<file path="src/design/aes_pkg.sv">
// ---------------------------------------------------------------------------
// AES package
// Shared types, S-box tables and GF(2^8) helpers for the AES block cipher.
// ---------------------------------------------------------------------------
`default_nettype none

package aes_pkg;

  localparam int SCHEDULE_DEPTH_DEFAULT = 60;

  localparam logic [7:0] RCON_FIRST = 8'h01;
  localparam logic [7:0] XT_POLY    = 8'h1B;

  // configuration register indexes
  localparam logic [2:0] REG_KEY_SIZE = 3'd0;
  localparam logic [2:0] REG_KEY_W0   = 3'd1;
  localparam logic [2:0] REG_KEY_W3   = 3'd4;

  localparam logic ACT_ENCRYPT = 1'b0;
  localparam logic ACT_DECRYPT = 1'b1;

  typedef struct packed {
    logic        action;
    logic [63:0] data_hi;
    logic [63:0] data_lo;
  } in_item_t;

  typedef struct packed {
    logic [63:0] result_hi;
    logic [63:0] result_lo;
  } out_item_t;

  typedef struct packed {
    logic [2:0]  index;
    logic [63:0] data;
  } cfg_item_t;

  // round control from sequencer to round unit
  typedef struct packed {
    logic load;     // load input block with first key xor
    logic step;     // run one round
    logic last;     // final round: no mix
    logic dec;      // inverse cipher
  } round_ctl_t;

  function automatic logic [7:0] xt(input logic [7:0] v);
    xt = {v[6:0], 1'b0} ^ (v[7] ? XT_POLY : 8'h00);
  endfunction

  function automatic logic [7:0] sbox(input logic [7:0] a);
    logic [7:0] t [256];
    t = '{
      8'h63,8'h7c,8'h77,8'h7b,8'hf2,8'h6b,8'h6f,8'hc5,8'h30,8'h01,8'h67,8'h2b,8'hfe,8'hd7,8'hab,8'h76,
      8'hca,8'h82,8'hc9,8'h7d,8'hfa,8'h59,8'h47,8'hf0,8'had,8'hd4,8'ha2,8'haf,8'h9c,8'ha4,8'h72,8'hc0,
      8'hb7,8'hfd,8'h93,8'h26,8'h36,8'h3f,8'hf7,8'hcc,8'h34,8'ha5,8'he5,8'hf1,8'h71,8'hd8,8'h31,8'h15,
      8'h04,8'hc7,8'h23,8'hc3,8'h18,8'h96,8'h05,8'h9a,8'h07,8'h12,8'h80,8'he2,8'heb,8'h27,8'hb2,8'h75,
      8'h09,8'h83,8'h2c,8'h1a,8'h1b,8'h6e,8'h5a,8'ha0,8'h52,8'h3b,8'hd6,8'hb3,8'h29,8'he3,8'h2f,8'h84,
      8'h53,8'hd1,8'h00,8'hed,8'h20,8'hfc,8'hb1,8'h5b,8'h6a,8'hcb,8'hbe,8'h39,8'h4a,8'h4c,8'h58,8'hcf,
      8'hd0,8'hef,8'haa,8'hfb,8'h43,8'h4d,8'h33,8'h85,8'h45,8'hf9,8'h02,8'h7f,8'h50,8'h3c,8'h9f,8'ha8,
      8'h51,8'ha3,8'h40,8'h8f,8'h92,8'h9d,8'h38,8'hf5,8'hbc,8'hb6,8'hda,8'h21,8'h10,8'hff,8'hf3,8'hd2,
      8'hcd,8'h0c,8'h13,8'hec,8'h5f,8'h97,8'h44,8'h17,8'hc4,8'ha7,8'h7e,8'h3d,8'h64,8'h5d,8'h19,8'h73,
      8'h60,8'h81,8'h4f,8'hdc,8'h22,8'h2a,8'h90,8'h88,8'h46,8'hee,8'hb8,8'h14,8'hde,8'h5e,8'h0b,8'hdb,
      8'he0,8'h32,8'h3a,8'h0a,8'h49,8'h06,8'h24,8'h5c,8'hc2,8'hd3,8'hac,8'h62,8'h91,8'h95,8'he4,8'h79,
      8'he7,8'hc8,8'h37,8'h6d,8'h8d,8'hd5,8'h4e,8'ha9,8'h6c,8'h56,8'hf4,8'hea,8'h65,8'h7a,8'hae,8'h08,
      8'hba,8'h78,8'h25,8'h2e,8'h1c,8'ha6,8'hb4,8'hc6,8'he8,8'hdd,8'h74,8'h1f,8'h4b,8'hbd,8'h8b,8'h8a,
      8'h70,8'h3e,8'hb5,8'h66,8'h48,8'h03,8'hf6,8'h0e,8'h61,8'h35,8'h57,8'hb9,8'h86,8'hc1,8'h1d,8'h9e,
      8'he1,8'hf8,8'h98,8'h11,8'h69,8'hd9,8'h8e,8'h94,8'h9b,8'h1e,8'h87,8'he9,8'hce,8'h55,8'h28,8'hdf,
      8'h8c,8'ha1,8'h89,8'h0d,8'hbf,8'he6,8'h42,8'h68,8'h41,8'h99,8'h2d,8'h0f,8'hb0,8'h54,8'hbb,8'h16};
    sbox = t[a];
  endfunction

  function automatic logic [7:0] inv_sbox(input logic [7:0] a);
    logic [7:0] t [256];
    t = '{
      8'h52,8'h09,8'h6a,8'hd5,8'h30,8'h36,8'ha5,8'h38,8'hbf,8'h40,8'ha3,8'h9e,8'h81,8'hf3,8'hd7,8'hfb,
      8'h7c,8'he3,8'h39,8'h82,8'h9b,8'h2f,8'hff,8'h87,8'h34,8'h8e,8'h43,8'h44,8'hc4,8'hde,8'he9,8'hcb,
      8'h54,8'h7b,8'h94,8'h32,8'ha6,8'hc2,8'h23,8'h3d,8'hee,8'h4c,8'h95,8'h0b,8'h42,8'hfa,8'hc3,8'h4e,
      8'h08,8'h2e,8'ha1,8'h66,8'h28,8'hd9,8'h24,8'hb2,8'h76,8'h5b,8'ha2,8'h49,8'h6d,8'h8b,8'hd1,8'h25,
      8'h72,8'hf8,8'hf6,8'h64,8'h86,8'h68,8'h98,8'h16,8'hd4,8'ha4,8'h5c,8'hcc,8'h5d,8'h65,8'hb6,8'h92,
      8'h6c,8'h70,8'h48,8'h50,8'hfd,8'hed,8'hb9,8'hda,8'h5e,8'h15,8'h46,8'h57,8'ha7,8'h8d,8'h9d,8'h84,
      8'h90,8'hd8,8'hab,8'h00,8'h8c,8'hbc,8'hd3,8'h0a,8'hf7,8'he4,8'h58,8'h05,8'hb8,8'hb3,8'h45,8'h06,
      8'hd0,8'h2c,8'h1e,8'h8f,8'hca,8'h3f,8'h0f,8'h02,8'hc1,8'haf,8'hbd,8'h03,8'h01,8'h13,8'h8a,8'h6b,
      8'h3a,8'h91,8'h11,8'h41,8'h4f,8'h67,8'hdc,8'hea,8'h97,8'hf2,8'hcf,8'hce,8'hf0,8'hb4,8'he6,8'h73,
      8'h96,8'hac,8'h74,8'h22,8'he7,8'had,8'h35,8'h85,8'he2,8'hf9,8'h37,8'he8,8'h1c,8'h75,8'hdf,8'h6e,
      8'h47,8'hf1,8'h1a,8'h71,8'h1d,8'h29,8'hc5,8'h89,8'h6f,8'hb7,8'h62,8'h0e,8'haa,8'h18,8'hbe,8'h1b,
      8'hfc,8'h56,8'h3e,8'h4b,8'hc6,8'hd2,8'h79,8'h20,8'h9a,8'hdb,8'hc0,8'hfe,8'h78,8'hcd,8'h5a,8'hf4,
      8'h1f,8'hdd,8'ha8,8'h33,8'h88,8'h07,8'hc7,8'h31,8'hb1,8'h12,8'h10,8'h59,8'h27,8'h80,8'hec,8'h5f,
      8'h60,8'h51,8'h7f,8'ha9,8'h19,8'hb5,8'h4a,8'h0d,8'h2d,8'he5,8'h7a,8'h9f,8'h93,8'hc9,8'h9c,8'hef,
      8'ha0,8'he0,8'h3b,8'h4d,8'hae,8'h2a,8'hf5,8'hb0,8'hc8,8'heb,8'hbb,8'h3c,8'h83,8'h53,8'h99,8'h61,
      8'h17,8'h2b,8'h04,8'h7e,8'hba,8'h77,8'hd6,8'h26,8'he1,8'h69,8'h14,8'h63,8'h55,8'h21,8'h0c,8'h7d};
    inv_sbox = t[a];
  endfunction

  function automatic logic [31:0] sbox_word(input logic [31:0] w);
    sbox_word = {sbox(w[31:24]), sbox(w[23:16]), sbox(w[15:8]), sbox(w[7:0])};
  endfunction

endpackage

`default_nettype wire

</file>
<file path="src/design/aes_key_expand.sv">
// ---------------------------------------------------------------------------
// AES key schedule store
// Expands the key one word per cycle into a word memory and serves four
// consecutive round-key words per read, read data registered.
// ---------------------------------------------------------------------------
`default_nettype none

module aes_key_expand #(
  parameter int SCHEDULE_DEPTH = aes_pkg::SCHEDULE_DEPTH_DEFAULT
) (
  input  wire logic         clk,
  input  wire logic         rst,
  input  wire logic         start,      // begin expansion
  input  wire logic [3:0]   nk,         // 4, 6 or 8
  input  wire logic [255:0] key,
  input  wire logic [3:0]   rd_round,
  output logic      [127:0] rd_key,
  output logic              busy
);

  // round keys stored as rows of four words; written one word at a time
  localparam int ROWS = (SCHEDULE_DEPTH + 3) / 4;

  logic [31:0]  mem [ROWS][4];
  logic [5:0]   idx;
  logic [5:0]   total;
  logic [31:0]  win [8];    // last nk words, oldest first
  logic [2:0]   phase;      // idx mod nk
  logic [7:0]   rc;
  logic [31:0]  t;
  logic [31:0]  w_new;
  logic [31:0]  w_wr;

  // next schedule word; the first nk words are the key itself
  always_comb begin
    t = win[3'(nk - 4'd1)];
    if (phase == 3'd0) begin
      t = aes_pkg::sbox_word({t[23:0], t[31:24]}) ^ {rc, 24'h0};
    end else if (nk == 4'd8 && phase == 3'd4) begin
      t = aes_pkg::sbox_word(t);
    end
    w_new = win[0] ^ t;
    w_wr  = (idx < {2'b00, nk}) ? key[255 - 32*idx[2:0] -: 32] : w_new;
  end

  // expansion counters and word window
  always_ff @(posedge clk) begin
    if (rst) begin
      busy <= 1'b0;
    end else if (start) begin
      busy  <= 1'b1;
      idx   <= 6'd0;
      total <= {nk + 4'd7, 2'b00};
      phase <= 3'd0;
      rc    <= aes_pkg::RCON_FIRST;
    end else if (busy) begin
      for (int i = 0; i < 7; i++) begin
        win[i] <= (4'(i) == nk - 4'd1) ? w_wr : win[i+1];
      end
      win[7] <= w_wr;
      idx    <= idx + 6'd1;
      phase  <= (phase == 3'(nk - 4'd1)) ? 3'd0 : phase + 3'd1;
      if (idx >= {2'b00, nk} && phase == 3'd0) begin
        rc <= aes_pkg::xt(rc);
      end
      if (idx == total - 6'd1) begin
        busy <= 1'b0;
      end
    end
  end

  // one word written per cycle while busy
  always_ff @(posedge clk) begin
    if (busy) begin
      mem[idx[5:2]][idx[1:0]] <= w_wr;
    end
  end

  always_ff @(posedge clk) begin
    rd_key <= {mem[rd_round][0], mem[rd_round][1], mem[rd_round][2], mem[rd_round][3]};
  end

endmodule

`default_nettype wire

</file>
<file path="config.mk">
export PLATFORM = sky130hd
export DESIGN_NAME = aes_key_expand
export DESIGN_NICKNAME = d
export VERILOG_FILES = /design/src/design/aes_pkg.sv /design/src/design/aes_key_expand.sv
export SDC_FILE = /design/constraint.sdc
export NUM_CORES = 2
export LEC_CHECK = 0
export ABC_CLOCK_PERIOD_IN_PS = 43000
export BUFFER_PORTS_ARGS = -buffer_cell sky130_fd_sc_hd__buf_4
export CORE_MARGIN = 2
export CORE_UTILIZATION = 25
export CTS_BUF_LIST = sky130_fd_sc_hd__clkbuf_4 sky130_fd_sc_hd__clkbuf_8
export DETAILED_ROUTE_END_ITERATION = 6
export PLACE_DENSITY = 0.47
export SYNTH_ARGS = -nofsm -noshare
export SYNTH_HDL_FRONTEND = slang
export SYNTH_SLANG_ARGS = --single-unit
export TNS_END_PERCENT = 1
</file>
<file path="constraint.sdc">
create_clock -name clk -period 43 [get_ports clk]
set_input_delay 8.6 -clock clk [delete_from_list [all_inputs] [get_ports clk]]
set_output_delay 8.6 -clock clk [all_outputs]
set_load 0.03 [all_outputs]
</file>
==> flow_summary.json <==
{
  "status": "finished, final reports clean",
  "postSynthCellCount": 7073,
  "setup_violations": 0,
  "cts_root_buf": "clkbuf_8",
  "hold_class": "register to register",
  "cts_resized": 0,
  "vias": 71500,
  "cts_tree": "yes",
  "routed_wl_um": 405000,
  "clk_pin_slew_ns": 0.06,
  "worstSetupPathType": "input port to register",
  "powerDensity_mw_per_mm2": 45.3,
  "start_util": 0.251,
  "finalPower_mw": 5.72,
  "cp-end-kind": "register",
  "die_y_um": 664,
  "synth-seq-cells": 2326,
  "finClkSkew_ns": 0.140,
  "drt-met1-wl_um": 170000,
  "final_util": 0.291,
  "postSynth.asyncResetShare": 0,
  "worstMarginPinSlew_ns": 1.31,
  "top_layer": "met5",
  "synth_top_cell_area_share": 0.607,
  "gp_congestion": 0.943,
  "place_hpwl_um": 247000,
  "met3_length_um": 27400,
  "period_needed_ns": 16.63,
  "synth_fp_nets": 7412,
  "ys_seq_area_frac": 0.630,
  "dieWidth_um": 664,
  "drtAntennaViolNets": 0,
  "io_buffer_count": 395,
  "crit_fanout": 68,
  "synth_area_mm2": 0.109,
  "max_freq_mhz": 60.1,
  "slew_viol_final": 0,
  "rsz0062_at_grt": "no",
  "place_ws_ns": 25.55,
  "relSlewSlack": 0.127,
  "design_area_mm2": 0.126,
  "h-tree-depth": 5,
  "cp-start-kind": "input port",
  "nNetsFinal": 7854,
  "synth_top_area_cell": "edfxtp_1",
  "fin_crit_sh": 0.387,
  "drtIter0Drc": 8421,
  "io_pins": 396,
  "cp.required_ns": 43.77,
  "grt_max_degree": 187,
  "drc_errors": 0,
  "clockBufferDepth": 4,
  "r2r_slack_ns": 35.80,
  "place_area_mm2": 0.119,
  "tns_ns": 0,
  "synth_flop_cell": "edfxtp_1",
  "antenna_found_initial": 45,
  "ys_types": 122,
  "cts_setup_buffers": 0,
  "maxCapViolations": 0,
  "yosysWarnings": 0,
  "vias_per_cell": 5.27,
  "wire_per_inst_um": 29.9,
  "finalHoldViolCount": 0,
  "route.met2.wl_um": 194000,
  "grt_pass1_vias": 71600,
  "ir_drop_v": 0.0000235,
  "grt_overflow": 0,
  "cts_hold_buf": 0,
  "crit_arrival_ns": 17.40,
  "rows": 242,
  "drtPass1Iterations": 6,
  "p_leak_nw": 40.6,
  "core_mm2": 0.434,
  "syn2layout_area_growth_pct": 16.2,
  "fillers": 43400,
  "clk_latency_ns": 1.04,
  "syn_avg_cell_area_um2": 15.4,
  "grt_usage": 0.177,
  "drive_above_1_share": 0.286,
  "yosys-top-cells-area": "edfxtp_1 (61%), mux4_2 (13%), mux2i_1 (2.4%), dfxtp_1 (2.4%), nand2_1 (1.9%)",
  "cts-buffers-inserted": 377,
  "setup_ws_ns": 26.37,
  "grt_pass1_wl_um": 565000,
  "dieArea_mm2": 0.440,
  "cts_sinks": 2326,
  "synth_edf_count": 2197
}
==> final cells by class <==
| type | count | area (um2) | area share |
|---|---|---|---|
| sequential | 2326 | 68600 | 0.543 |
| multi-input combinational | 4105 | 38100 | 0.301 |
| tap | 5734 | 7170 | 0.0568 |
| clock buffer | 539 | 6640 | 0.0526 |
| timing repair buffer | 640 | 4910 | 0.0389 |
| clock inverter | 136 | 757 | 0.00599 |
| inverter | 65 | 248 | 0.00196 |
| antenna | 11 | 27.5 | 0.000218 |
==> cells by family (layout without fill, tap and decap cells) <==
| family | count (synthesis) | count (layout) | synth area share |
|---|---|---|---|
| xor gates and xnor gates | 64 | 64 | 0.00567 |
| AOI/OAI and AO/OA | 1406 | 1406 | 0.0927 |
| adders and majority gates | 72 | 72 | 0.00828 |
| DFF | 2326 | 2326 | 0.630 |
| and+or+nand+nor | 1487 | 1487 | 0.0615 |
| buffers and inverters | 642 | 1380 | 0.0270 |
| other | 0 | 11 | 0 |
| muxes | 1076 | 1076 | 0.175 |
==> registers in the layout (all words and copies together) (netlist names) <==
name,count
total,4
idx,6
phase,3
rd_key,128
rc,8
win,256
mem,1920
busy,1
==> where the power goes <==
part | leakage [nW] | total (mW) | internal, mW | switching (mW)
logic | 15.8 | 1.18 | 0.331 | 0.848
registers | 20.9 | 2.64 | 2.62 | 0.0192
clock network | 3.94 | 1.90 | 1.02 | 0.884
==> routing by layer <==
metal | global-route usage | up-vias
met2 | 0.294 | 3580
met5 | 0 | -
li1 | - | 29700
met3 | 0.0266 | 708
met1 | 0.237 | 37500
met4 | 0.0599 | 8
==> cell usage in the layout, fill, tap and decap left out, types with 40 or more instances in the layout <==
| master | instances |
|---|---|
| nor3_1 | 125 |
| a311oi_1 | 47 |
| a31oi_1 | 67 |
| nand4_1 | 44 |
| nor2_4 | 63 |
| o31ai_1 | 40 |
| o221ai_1 | 80 |
| mux4_2 | 636 |
| buf_4 | 629 |
| clkinv_2 | 42 |
| mux2i_1 | 258 |
| xnor2_1 | 41 |
| a211oi_1 | 77 |
| nand2_1 | 552 |
| clkbuf_4 | 124 |
| mux2_2 | 168 |
| dfxtp_1 | 129 |
| clkbuf_8 | 416 |
| clkinv_1 | 76 |
| edfxtp_1 | 2197 |
| o211ai_1 | 81 |
| inv_1 | 49 |
| ha_1 | 71 |
| a21oi_1 | 220 |
| nor2_1 | 352 |
| nand3_1 | 142 |
| o21ai_0 | 332 |
==> worst max-delay path, stage by stage <==
cell and delay, ns:
buf_6 0.26, inv_2 0.25, ha_1 0.33, xnor2_4 0.14, buf_4 0.31, inv_4 0.35, buf_4 0.57, buf_4 0.51
or3_1 0.19, nand4_1 0.11, buf_4 0.29, inv_2 0.39, buf_4 0.32, ha_1 0.65, inv_1 0.30, nand2_1 0.36
nand3_1 0.16, o211ai_1 0.20, nand3_1 0.12, o32ai_1 0.57, o21ai_0 0.58, and3b_1 0.38, o31ai_4 0.16, buf_4 0.77
mux2_2 0.31
==> metrics by stage <==
| step | cells | hold slack, ns |
|---|---|---|
| after global placement | 12900 | 0.535 |
| after global routing | 13500 | 0.541 |
| final | 13600 | 0.502 |
| after CTS | 13500 | 0.467 |
| after floorplan | 7073 | 0.515 |
| after detailed placement | 12900 | 0.544 |
==> cells in the mapped netlist (21+ instances only) <==
master	instances
a2111oi_0	21
a211o_1	28
a211oi_1	78
a21oi_1	221
a221oi_1	34
a311oi_1	47
a31oi_1	68
and3_1	33
buf_1	95
buf_2	146
buf_4	38
buf_6	27
clkbuf_1	270
dfxtp_1	129
edfxtp_1	2197
ha_1	72
inv_1	52
mux2_2	168
mux2i_1	266
mux4_2	636
nand2_1	555
nand3_1	142
nand4_1	44
nor2_1	415
nor3_1	126
nor4_1	22
o2111ai_1	21
o211ai_1	81
o21ai_0	335
o221ai_1	80
o22ai_1	22
o311ai_0	37
o31ai_1	41
or3_1	27
xnor2_1	41
==> worst paths after layout <==
kind                   from   endpoint  cells past startpoint
setup / recovery      nk[0]  win[4][5]                     25
setup reg to reg  win[7][0]  win[4][5]                     18
hold / removal    win[1][0]  win[0][0]                      2
hold reg to reg   win[1][0]  win[0][0]                      2
Power figures use the tool's default switching activity.
